## config.mk

```make
export PLATFORM = sky130hd
export DESIGN_NAME = sat_queue
export DESIGN_NICKNAME = d
export VERILOG_FILES = /design/src/rtl/sat_pkg.sv /design/src/rtl/sat_queue.sv
export SDC_FILE = /design/constraint.sdc
export NUM_CORES = 1
export LEC_CHECK = 0
export BUFFER_PORTS_ARGS = -buffer_cell sky130_fd_sc_hd__clkbuf_2
export CORE_ASPECT_RATIO = 1.2
export CORE_UTILIZATION = 45
export DETAILED_ROUTE_END_ITERATION = 8
export PLACE_DENSITY = 0.71
export SYNTH_ARGS = -nofsm -noshare
export SYNTH_HDL_FRONTEND = slang
export SYNTH_SLANG_ARGS = --single-unit
```

## constraint.sdc

```tcl
create_clock -name aclk -period 1.9 [get_ports aclk]
set_clock_uncertainty 0.15 [all_clocks]
set_input_delay 0.38 -clock aclk [delete_from_list [all_inputs] [get_ports aclk]]
set_output_delay 0.38 -clock aclk [all_outputs]
set_load 0.03 [all_outputs]
```

## src/rtl/sat_pkg.sv

```systemverilog
// ----------------------------------------------------------------------------
// sat_pkg
// Shared constants, types and register codes of the summed area table stream.
// ----------------------------------------------------------------------------
package sat_pkg;

    localparam int DEF_MAX_WIDTH    = 4096;
    localparam int DEF_MAX_HEIGHT   = 4096;
    localparam int DEF_CHANNEL_BITS = 16;

    localparam int NUM_CH      = 4;
    localparam int PORT_PIX_W  = 16;
    localparam int SUM_W       = 40;
    localparam int CFG_W       = 13;
    localparam int CFG_INDEX_W = 1;

    // Reset value of both geometry registers.
    localparam int CFG_DIM_RESET = 4096;

    // Depth of the queue between front and back.
    localparam int QUEUE_DEPTH = 2;

    localparam logic [CFG_INDEX_W-1:0] CFG_FRAME_WIDTH  = 1'd0;
    localparam logic [CFG_INDEX_W-1:0] CFG_FRAME_HEIGHT = 1'd1;

    typedef logic [NUM_CH-1:0][SUM_W-1:0] sum_vec_t;

endpackage

```

## src/rtl/sat_queue.sv

```systemverilog
// ----------------------------------------------------------------------------
// sat_queue
// Small register queue that decouples the classifying front from the back.
// ----------------------------------------------------------------------------
module sat_queue
    import sat_pkg::*;
#(
    parameter int DATA_W = 8
) (
    input  logic              aclk,
    input  logic              aresetn,
    input  logic              push_valid,
    output logic              push_ready,
    input  logic [DATA_W-1:0] push_data,
    output logic              pop_valid,
    input  logic              pop_ready,
    output logic [DATA_W-1:0] pop_data
);

    localparam int PTR_W = (QUEUE_DEPTH > 1) ? $clog2(QUEUE_DEPTH) : 1;
    localparam int CNT_W = $clog2(QUEUE_DEPTH + 1);

    logic [DATA_W-1:0] entry_reg [QUEUE_DEPTH];
    logic [PTR_W-1:0]  wr_ptr_reg, wr_ptr_next;
    logic [PTR_W-1:0]  rd_ptr_reg, rd_ptr_next;
    logic [CNT_W-1:0]  count_reg, count_next;
    logic              push, pop;

    assign push_ready = (count_reg != CNT_W'(QUEUE_DEPTH));
    assign pop_valid  = (count_reg != '0);
    assign pop_data   = entry_reg[rd_ptr_reg];
    assign push       = push_valid && push_ready;
    assign pop        = pop_valid && pop_ready;

    always_comb begin
        wr_ptr_next = wr_ptr_reg;
        rd_ptr_next = rd_ptr_reg;
        count_next  = count_reg;
        if (push) begin
            wr_ptr_next = (wr_ptr_reg == PTR_W'(QUEUE_DEPTH - 1)) ? '0 : wr_ptr_reg + 1'b1;
        end
        if (pop) begin
            rd_ptr_next = (rd_ptr_reg == PTR_W'(QUEUE_DEPTH - 1)) ? '0 : rd_ptr_reg + 1'b1;
        end
        if (push && !pop) begin
            count_next = count_reg + 1'b1;
        end else if (pop && !push) begin
            count_next = count_reg - 1'b1;
        end
    end

    always_ff @(posedge aclk) begin
        if (!aresetn) begin
            wr_ptr_reg <= '0;
            rd_ptr_reg <= '0;
            count_reg  <= '0;
        end else begin
            wr_ptr_reg <= wr_ptr_next;
            rd_ptr_reg <= rd_ptr_next;
            count_reg  <= count_next;
        end
    end

    always_ff @(posedge aclk) begin
        if (push) begin
            entry_reg[wr_ptr_reg] <= push_data;
        end
    end

endmodule

```

# After elaboration in Yosys (flattened, before gate mapping)
# Memory sizes are Yosys's and may differ from the RTL's. A register that Yosys moved wholly into a read port is not among the register bits.
# Index checks and enable logic that the tools add are counted.
[totals]
memories = 1
wordCells = 25
input_bits = 12
reg_bits = 4
mem_bits_rw = 16
[classes]
n_reduce_logical = 8
eq_ne = 1
n_addsub = 4
n_mux = 8
[mem_list]
columns = ["memory", "depth", "width", "read_ports", "rd_ports_with_merged_regs", "wr", "line", "source"]
rows = [
  ["entry_reg", 2, 8, 1, 1, 1, "sat_queue.sv:23", "logic [DATA_W-1:0] entry_reg [QUEUE_DEPTH];"],
]
[ops]
columns = ["op", "n"]
rows = [
  ["1-bit two-way mux", 6],
  ["1-bit logical AND", 4],
  ["2-bit two-way mux", 2],
  ["2-bit nonzero test", 2],
  ["1-bit adder, second input constant", 2],
  ["2-bit by 1-bit adder with 2-bit output, second input constant", 1],
  ["1-bit logical NOT", 2],
  ["2-bit != test, second input constant", 1],
  ["2-bit by 1-bit subtractor with 2-bit output, second input constant", 1],
]

# Depth between registers and ports, before layout
[depth]
depth_word = 6
depth_mapped = 6
ltp_nobuf = 6

# Worst setup path after synthesis
# No wires, ideal clock.
[synth_path]
path_type = "reg2reg"
startpoint = "register count_reg[0]"
endpoint = "register count_reg[1]"
synth_period_minus_slack_ns = 1.699
arrival_time_ns = 1.479
setup_ns = 0.070
required_time_ns = 1.680
path_stages_with_launch = 6
n_path_buf = 0
setup_slack_ns = 0.201
path_cell_list = "dfxtp_1 -> nand2b_4 -> and2_1 -> ha_1 -> or3_1 -> a21oi_1"
[synth_between]
elab_chain_len = 5
elab_cells_between_ends = 13
classes_between = "2 x add/sub; 1 x eq/ne; 2 x mux; 8 x reduce/logical"
[synth_rtl]
columns = ["element", "line", "source"]
rows = [
  ["start, declared", "sat_queue.sv:26", "logic [CNT_W-1:0] count_reg, count_next;"],
  ["start signal, assigned", "sat_queue.sv:60", "count_reg <= count_next;"],
  ["2-bit != test (*)", "sat_queue.sv:29", "assign push_ready = (count_reg != CNT_W'(QUEUE_DEPTH));"],
  ["via push_ready", "sat_queue.sv:13", "output logic push_ready,"],
  ["1-bit logical AND (*)", "sat_queue.sv:32", "assign push = push_valid && push_ready;"],
  ["1-bit logical NOT", "sat_queue.sv:47", "end else if (pop && !push) begin"],
  ["1-bit logical AND", "sat_queue.sv:47", ""],
  ["2-bit nonzero test (no line)", "--", ""],
]
# Mark *: on every way through the listed nets, which the timed path passes. The rest lies on a longest branch. The select of a mux whose other input is x is not followed.
# A chain may end at the register's enable or synchronous reset.

==> results.cfg <==
[status]
status = completed

[sta]
rsz0062_at_grt = false
finalCritPeriodShare_pct = 95.8
relSlewSlack_pct = 75.1
fmax_ghz = 0.550
setup_viol = 0
finalCriticalPeriod_ps = 1820
tightest_slew_ps = 374
tns_ps = 0
holdWs_ps = 114
hold_viol_final = 0
slew_viol_final = 0

[routing]
routed.top_layer = met4
wl_met1_um = 534
ant_nets = 0
wire_per_inst_um = 12.5
wl_met3_um = 51
wl_met2_um = 542
vias_per_cell = 5.08
vias = 467
first_pass_iters = 4
drtIter0Drc = 12
drc = 0
wirelength_mm = 1.15

[layout]
fin_nets = 88
fin_cells = 92
largest_reg_flops = 16
synthToLayoutAreaGrowth_pct = 18.5
final_common_cell = clkbuf_2
n_fill_cell = 146
antenna_cells = 0
layout-drive-gt1-share_pct = 48.6
final_cell_mix = clkbuf_2 (21), edfxtp_1 (16), mux2_2 (8), dfxtp_1 (4)
design_area_um2 = 960

[setup_path]
cp-end-kind = primary output
crit_type = flip-flop to primary output
cp_max_fo = 8
cp-start-kind = flip-flop
worstPathArrival_ps = 1290
required_ps = 1370

[synthesis]
synth_seq_cells = 21
ys_types = 17
synth_top_area_cell = edfxtp_1
yosysSeqAreaShare_pct = 71.7
netlist.area_leader.share_pct = 59.4
synthCells = 50
syn_area_um2 = 810
synth_top_cells_by_area = edfxtp_1 (59%), dfxtp_1 (12%), mux2_2 (11%)
synth_nets = 63
syn_area_per_cell_um2 = 16.2
ys.warnings.count = 0

[clock_tree]
insertion_delay_ps = 300
cts_sinks = 21
cts_max_level = 1
tritoncts = done
postCtsResizedCells = 1
cts_buffers = 3
path_clk_slew_ps = 110
postCtsSetupBuffers = 0
cts-hold-fix-buffers = 0
root_buffer = clkbuf_4
clockBufferDepth = 2

[placed_design]
post_dp_cell_area_um2 = 932
dp_hpwl_um = 815
place_inst = 88
numPortBuffers = 21
gp_congestion = 0.613

[floorplanning]
chipHeight_um = 48.5
io_pins = 22
die_w_um = 40.7
core_area_um2 = 1660
start_util_pct = 48.7
die_area_um2 = 1970
rows = 16

[run]
maxCapViolations = 0

[global_route]
globalRouteTotalUtil_pct = 13.5
antenna_found_initial = 0
overflow = 0
grt_pass1_vias = 424
grt_pass1_wl_mm = 1.77
grt_max_degree = 12

[power_and_ir_drop]
leakagePower_uw = 0.000393
p_per_area_nw_per_um2 = 1390
ir_worst_vdd_uv = 686

[worst_hold_path]
worstHoldPathType = input pin to flip-flop
## logic make-up after synthesis
kind of cell / synth area share (%)
xor gates and xnor gates: 3.25
DFF: 71.7
AOI/OAI and AO/OA: 3.71
buffers and inverters: 1.55
muxes: 11.1
and+or+nand+nor: 7.11
adders and majority gates: 1.55
## cell usage after synthesis
cell type  count
nor2_1         3
buf_2          1
mux2_2         8
xor2_1         3
ha_1           1
dfxtp_1        5
or3_1          1
inv_1          2
a21bo_2        1
nand3b_1       1
a21oi_1        2
and2_1         1
and3_1         1
or2_2          1
edfxtp_1      16
nand2b_4       1
o21ai_0        2
## metrics by stage
step                      util (%)  power, uW  worst slack, ps
after floorplan                  -       1020              201
after global placement        56.1       1120              237
after detailed placement      56.1       1130              188
after CTS                     57.8       1340             68.2
after global routing          57.8       1410             10.0
final                         57.8       1330             80.7
## power by group
group | switching, uW | internal [uW]
Combinational | 285 | 191
Sequential | 61.3 | 584
Clock | 130 | 82.0
Total | 476 | 857
## final timing paths
kind                          end  slack [ps]         start  cells after the start
setup reg to reg     count_reg[1]         170  count_reg[0]                      5
hold reg to reg        rd_ptr_reg         380    rd_ptr_reg                      2
hold / removal    entry_reg[0][6]         110  push_data[6]                      1
setup / recovery      pop_data[6]          80     flip-flop                      2
## routing by layer
metal,vias to the layer above,global-route usage [%]
met5,-,0
met4,0,8.33
met3,4,2.75
met2,18,19.8
met1,215,17.4
li1,230,-
## final cells by class
| type | instances | area (um2) | share of cell area, % |
|---|---|---|---|
| clock buffers | 4 | 26.3 | 2.74 |
| inverters | 2 | 7.51 | 0.782 |
| multi-input cells | 26 | 216 | 22.6 |
| flip-flops and latches | 21 | 582 | 60.6 |
| well taps | 18 | 22.5 | 2.35 |
| repair buffers | 21 | 105 | 11.0 |
## worst max-delay path: stages (launching register included)
cell      delay [ps]
dfxtp_2          450
mux2_2           360
clkbuf_2         180
No activity file was read; power rests on OpenSTA's default activity.
