[config.mk]
export PLATFORM = sky130hd
export DESIGN_NAME = sat_front
export DESIGN_NICKNAME = d
export VERILOG_FILES = /design/src/rtl/sat_pkg.sv /design/src/rtl/sat_front.sv
export SDC_FILE = /design/constraint.sdc
export NUM_CORES = 1
export LEC_CHECK = 0
export BUFFER_PORTS_ARGS = -buffer_cell sky130_fd_sc_hd__buf_2
export CAP_MARGIN = 20
export CORE_MARGIN = 4
export CORE_UTILIZATION = 47
export CTS_CLUSTER_SIZE = 40
export DETAILED_ROUTE_END_ITERATION = 16
export GPL_ROUTABILITY_DRIVEN = 0
export GPL_TIMING_DRIVEN = 0
export MAX_ROUTING_LAYER = met4
export PLACE_DENSITY = 0.81
export SLEW_MARGIN = 10
export SYNTH_ARGS = -nofsm -noshare
export SYNTH_HDL_FRONTEND = slang
export SYNTH_SLANG_ARGS = --single-unit
[constraint.sdc]
create_clock -name aclk -period 2.5 [get_ports aclk]
set_input_delay 0 -clock aclk [delete_from_list [all_inputs] [get_ports aclk]]
set_output_delay 0 -clock aclk [all_outputs]
set_load 0.1 [all_outputs]
[src/rtl/sat_pkg.sv]
// ----------------------------------------------------------------------------
// sat_pkg
// Shared constants, types and register codes of the summed area table stream.
// ----------------------------------------------------------------------------
package sat_pkg;

    localparam int DEF_MAX_WIDTH    = 4096;
    localparam int DEF_MAX_HEIGHT   = 4096;
    localparam int DEF_CHANNEL_BITS = 16;

    localparam int NUM_CH      = 4;
    localparam int PORT_PIX_W  = 16;
    localparam int SUM_W       = 40;
    localparam int CFG_W       = 13;
    localparam int CFG_INDEX_W = 1;

    // Reset value of both geometry registers.
    localparam int CFG_DIM_RESET = 4096;

    // Depth of the queue between front and back.
    localparam int QUEUE_DEPTH = 2;

    localparam logic [CFG_INDEX_W-1:0] CFG_FRAME_WIDTH  = 1'd0;
    localparam logic [CFG_INDEX_W-1:0] CFG_FRAME_HEIGHT = 1'd1;

    typedef logic [NUM_CH-1:0][SUM_W-1:0] sum_vec_t;

endpackage

[src/rtl/sat_front.sv]
// ----------------------------------------------------------------------------
// sat_front
// Holds the frame geometry, tracks the raster position and tags each pixel.
// ----------------------------------------------------------------------------
module sat_front
    import sat_pkg::*;
#(
    parameter int MAX_WIDTH    = DEF_MAX_WIDTH,
    parameter int MAX_HEIGHT   = DEF_MAX_HEIGHT,
    parameter int CHANNEL_BITS = DEF_CHANNEL_BITS
) (
    input  logic                   aclk,
    input  logic                   aresetn,
    input  logic                   s_valid,
    output logic                   s_ready,
    input  logic [PORT_PIX_W-1:0]  s_pixel_red,
    input  logic [PORT_PIX_W-1:0]  s_pixel_green,
    input  logic [PORT_PIX_W-1:0]  s_pixel_blue,
    input  logic [PORT_PIX_W-1:0]  s_pixel_alpha,
    input  logic                   cfg_valid,
    output logic                   cfg_ready,
    input  logic [CFG_INDEX_W-1:0] cfg_index,
    input  logic [CFG_W-1:0]       cfg_data,
    output logic                   push_valid,
    input  logic                   push_ready,
    output logic [NUM_CH*((CHANNEL_BITS < PORT_PIX_W) ? CHANNEL_BITS : PORT_PIX_W)
                  + $clog2(MAX_WIDTH) + 3 - 1:0] push_data
);

    localparam int PIX_W  = (CHANNEL_BITS < PORT_PIX_W) ? CHANNEL_BITS : PORT_PIX_W;
    localparam int COL_W  = $clog2(MAX_WIDTH);
    localparam int ROW_W  = $clog2(MAX_HEIGHT);
    localparam int MAXD   = (MAX_WIDTH > MAX_HEIGHT) ? MAX_WIDTH : MAX_HEIGHT;
    localparam int DIM_W  = ($clog2(MAXD + 1) > CFG_W) ? $clog2(MAXD + 1) : CFG_W;

    typedef struct packed {
        logic [NUM_CH-1:0][PIX_W-1:0] pix;
        logic [COL_W-1:0]             col;
        logic                         row_start;
        logic                         first_row;
        logic                         frame_end;
    } item_t;

    // Last valid index of a dimension: zero acts as one, oversize as the maximum.
    function automatic logic [DIM_W-1:0] clamp_last(input logic [DIM_W-1:0] v,
                                                     input logic [DIM_W-1:0] maxv);
        logic [DIM_W-1:0] r;
        if (v == '0) begin
            r = '0;
        end else if (v > maxv) begin
            r = maxv - 1'b1;
        end else begin
            r = v - 1'b1;
        end
        return r;
    endfunction

    logic [COL_W-1:0] width_last_reg;
    logic [ROW_W-1:0] height_last_reg;
    logic [COL_W-1:0] col_reg, col_next;
    logic [ROW_W-1:0] row_reg, row_next;
    logic             row_start_reg, row_start_next;
    logic [DIM_W-1:0] cfg_wide;
    logic [DIM_W-1:0] width_clamped, height_clamped;
    logic             accept, row_end, frame_end;
    item_t            item;

    assign cfg_ready  = 1'b1;
    assign s_ready    = push_ready;
    assign push_valid = s_valid;
    assign accept     = s_valid && push_ready;

    assign cfg_wide       = DIM_W'(cfg_data);
    assign width_clamped  = clamp_last(cfg_wide, DIM_W'(MAX_WIDTH));
    assign height_clamped = clamp_last(cfg_wide, DIM_W'(MAX_HEIGHT));

    assign row_end   = (col_reg >= width_last_reg);
    assign frame_end = row_end && (row_reg >= height_last_reg);

    always_comb begin
        item.pix[0]    = s_pixel_red[PIX_W-1:0];
        item.pix[1]    = s_pixel_green[PIX_W-1:0];
        item.pix[2]    = s_pixel_blue[PIX_W-1:0];
        item.pix[3]    = s_pixel_alpha[PIX_W-1:0];
        item.col       = col_reg;
        item.row_start = row_start_reg;
        item.first_row = (row_reg == '0);
        item.frame_end = frame_end;
    end

    assign push_data = item;

    always_comb begin
        col_next       = col_reg;
        row_next       = row_reg;
        row_start_next = row_start_reg;
        if (accept) begin
            row_start_next = row_end;
            if (row_end) begin
                col_next = '0;
                row_next = frame_end ? '0 : row_reg + 1'b1;
            end else begin
                col_next = col_reg + 1'b1;
            end
        end
    end

    always_ff @(posedge aclk) begin
        if (!aresetn) begin
            col_reg         <= '0;
            row_reg         <= '0;
            row_start_reg   <= 1'b1;
            width_last_reg  <= COL_W'(clamp_last(DIM_W'(CFG_DIM_RESET), DIM_W'(MAX_WIDTH)));
            height_last_reg <= ROW_W'(clamp_last(DIM_W'(CFG_DIM_RESET), DIM_W'(MAX_HEIGHT)));
        end else begin
            col_reg       <= col_next;
            row_reg       <= row_next;
            row_start_reg <= row_start_next;
            if (cfg_valid) begin
                case (cfg_index)
                    CFG_FRAME_WIDTH:  width_last_reg  <= COL_W'(width_clamped);
                    CFG_FRAME_HEIGHT: height_last_reg <= ROW_W'(height_clamped);
                    default: ;
                endcase
            end
        end
    end

endmodule

Word level (Yosys, flattened, before mapping)
Index checks and enable logic that the tools add are counted. Widths: inputs -> output; s select.

Flip-flop bits (word level): 49.

$add $sub $neg: 3. $lt $le $gt $ge: 3. Muxes and demuxes: 4. Bitwise operators: 1. Reduce and logical (&&, ||, !) cells: 7.

Operators with widths (number): $mux 12 (4); $add 12x1->12 const B (2); $ge 12x12->1 (2); $gt 13x13->1 const B (1); $logic_not 13->1 (1); $logic_not 12->1 (1); $sub 12x1->12 const B (1); $reduce_and 2->1 (3); $logic_and 1x1->1 (2); $not 1->1 (1).

Longest topological paths before layout
Word-level depth: 3. Depth in mapped cells: 9. Mapped depth without buffers: 8.

Worst setup path before layout
Ideal clock, no wire load.

Path kind: register to output. Start point: register row_reg[0]. End point: output port push_data[1] in the netlist's numbering. Arrival: 3.636 ns. Setup slack: -1.136 ns. Cell stages (with the launch flop): 6. Path buffers: 0. Cells stage by stage: dfxtp_1 -> inv_1 -> ha_1 -> nor4b_1 -> nand2_1 -> nor4_1.

RTL lines: from (decl) (RTL line sat_front.sv:61) `logic [ROW_W-1:0] row_reg, row_next;`; from (signal assigned) (RTL line sat_front.sv:117) `row_reg <= row_next;`; to (decl) (RTL line sat_front.sv:27) `+ $clog2(MAX_WIDTH) + 3 - 1:0] push_data`.

Worst setup path after layout
Start point: register col_reg[0]. End point: output port push_data[0] in the netlist's numbering.

Cells in the longest elaborated chain, start to end: 2.

RTL lines: from (decl) (RTL line sat_front.sv:60) `logic [COL_W-1:0] col_reg, col_next;`; from (signal assigned) (RTL line sat_front.sv:116) `col_reg <= col_next;`; $ge 12x12->1 (RTL line sat_front.sv:77) `assign row_end = (col_reg >= width_last_reg);`; $logic_and 1x1->1 (RTL line sat_front.sv:78) `assign frame_end = row_end && (row_reg >= height_last_reg);`.

Every way passes these cells.

==> metrics.yaml <==
hold_violations: 0
min_path_type: "in2reg"
period_needed_ps: 2450
vias: 3244
antenna_left: 0
end_kind: "output pin"
p_sw_share_pct: 40.1
cp_cell_sequence: "inv_1, ha_1, nand2b_1, a211o_1, a21oi_1, o21bai_1, a21oi_1, nor2_1, buf_4, buf_4"
critical_path_class: "reg2out"
cts_resized: 0
cts.clk_slew.worst_paths_ps: 100
ys_seq_area_share_pct: 28.2
synthCells: 432
io_pins: 165
p_int_mw: 1.31
cts_buffers: 5
cp_max_fo: 6
grt_max_degree: 16
setup_viol: 0
dp_hpwl_mm: 6.66
cts_max_path_buffers: 2
irDropWorstVdd_uv: 276
synthToLayoutAreaGrowth_pct: 22.6
grt_pass1_vias: 2894
postSynthAreaPerCell_sq_um: 8.05
cp-start-kind: "flop"
grt_use_met2_pct: 30.5
antenna_cells: 0
die_area_sq_um: 8840
wire_per_inst_um: 12.9
routed_wirelength_mm: 8.21
rows: 31
ctsHtreeMaxLevel: 2
initialDrtViolationCount: 145
fp.coreArea_sq_um: 7210
fin_nets: 650
final_cells: 638
drc: 0
root_buffer: "clkbuf_8"
cp.arrival_ps: 2450
finalCritPeriodShare_pct: 98.0
globalRouteOverflowTotal: 0
viasPerCell: 5.08
post_cts_buffers: 0
p_per_area_nw_per_um2: 512
synth_top_area_share_pct: 28.2
synth_nets: 544
power_leakage_nw: 2.29
filler_cell_count: 644
placed_area_sq_um: 4120
cpMaxStageDelayCell: "dfxtp_2"
yosys_warnings: 0
synthTopCellsByArea: "dfxtp_1 28%, buf_4 15%, ha_1 10%"
rsz0062_at_grt: "yes"
status: "finished, final reports clean"
cp.required_ps: 2500
slowest_delay_ps: 400
antenna_found_initial: 0
slew_headroom_pct: 65.6
drive_above_1_share_pct: 37.1
busiest_layer: "met2"
grt_use_met3_pct: 2.72
fmax_ghz: 0.408
grt_first_pass_wirelength_mm: 12.8
fin_worst_skew_ps: 15.6
switching_power_uw: 874
p_clk_share_pct: 27.5
cts.sinks: 49
ys_seq_elements: 49
maxCapViolations: 0
crit_family: "compound AO/OA/AOI/OAI gates"
die_y_um: 94.0
yosys.area.top_type: "dfxtp_1"
fin_area_sq_um: 4260
dp.cells: 630
comb_power_share_pct: 34.7
track_usage_pct: 18.0
start_util_pct: 48.2
grt_util_met1_pct: 22.2
die_w_um: 94.0
io_buffers: 99
maxSlewViolCount: 0
tightest_slew_ps: 512
clkLatencyLatePin_ps: 310
cp_num_buf_inv: 3
ys_types: 45
seqPwrFrac_pct: 37.9
tns_ps: 0
dr.pass1.iters: 4
synth_area_sq_um: 3480
hold_buffers: 0
cts_tree: "yes"
[cells by family after synthesis]
kind of cell	after synthesis	share of synthesized area [%]
AO/OA/AOI/OAI	93	18.1
XOR/XNOR	16	4.03
adder cells (fa/ha/maj)	31	11.0
buffers and inverters	119	20.7
flip-flops	49	28.2
multiplexers	1	0.324
other	1	0.108
AND/OR/NAND/NOR	122	17.5
[power groups by stage]
stage               sequential (mW)  combinational (mW)  clock [mW]
floorplan                     0.855               0.633           0
global placement              0.843               0.745           0
detailed placement            0.844               0.754           0
CTS                           0.826               0.756       0.605
global route                  0.829               0.793       0.635
finish                        0.826               0.756       0.599
[stage by stage]
step           util, %  power [mW]  worst slack [ps]  hold slack, ps
2_1_floorplan        -        1.49            0.0533             186
3_3_place_gp      57.1        1.59              76.9             384
3_5_place_dp      57.1        1.60              31.4             385
4_1_cts           58.7        2.19             -3.53            85.6
5_1_grt           59.1        2.26             -92.4             141
6_report          59.1        2.18              50.1            87.5
[synth_stat cells, drive strengths merged]
cell,count
and2,5
o21bai,1
a21o,2
nor2,28
a211oi,3
a32o,9
nor3,7
o22ai,2
a22o,1
and3,5
o41ai,2
nor4b,1
a21oi,19
a31o,1
xor2,12
maj3,2
o211ai,21
dfxtp,49
conb,1
or3,2
nor4,7
xnor2,4
ha,29
o31ai,3
nand4,7
a22oi,1
nand3,9
clkbuf,8
o21ai,21
o32ai,1
dlygate4sd1,2
inv,36
nand2,42
o21a,3
mux2,1
buf,73
a211o,1
a31oi,2
nand2b,5
nor3b,4
[final timing paths]
path / startpoint / to / slack [ps] / cells after the start
worst max register to register: col_reg[0]$_SDFFE_PN0P_ / row_reg[10]$_SDFFE_PN0P_ / 140 / 9
worst min-delay path: aresetn / col_reg[1]$_SDFFE_PN0P_ / 90 / 3
worst min register to register: width_last_reg[10]$_SDFFE_PN1P_ / width_last_reg[10]$_SDFFE_PN1P_ / 480 / 2
worst max-delay path: col_reg[0]$_SDFFE_PN0P_ / push_data[0] / 50 / 10
[final cells by class]
cell class	instances	area [sq um]	area share (%)
buffer	83	586	13.7
clock buffer	6	82.6	1.94
clock inverter	2	37.5	0.881
inverter	36	135	3.17
multi-input combinational	264	1810	42.4
sequential	49	995	23.3
tap	99	124	2.91
timing repair buffer	99	498	11.7
[worst register-to-register path, delay by kind of cell, from the launching register on]
family | cells | cell delay, ps
AO/OA/AOI/OAI | 5 | 1120
flip-flops | 1 | 400
buffers and inverters | 2 | 360
adder cells (fa/ha/maj) | 1 | 260
AND/OR/NAND/NOR | 1 | 100
[per-layer routing]
layer | vias up | share of wire [%]
li1 | 1636 | -
met1 | 1461 | 43
met2 | 133 | 48
met3 | 14 | 7.2
met4 | 0 | 1.4
met5 | - | 0
[cells in the final DEF (no fill, tap or decap), types with 6 or more instances in the layout]
master	count
clkbuf_1	8
nand4_1	7
o211ai_1	21
buf_2	102
nand3_1	9
dfxtp_2	11
a21oi_1	19
buf_4	70
ha_1	29
inv_1	36
nand2_1	42
a32o_1	9
nor2_1	28
dfxtp_1	38
o21ai_0	19
xor2_1	12
nor3_1	7
clkbuf_8	6
Note: power is estimated with default switching activity, not from simulation.
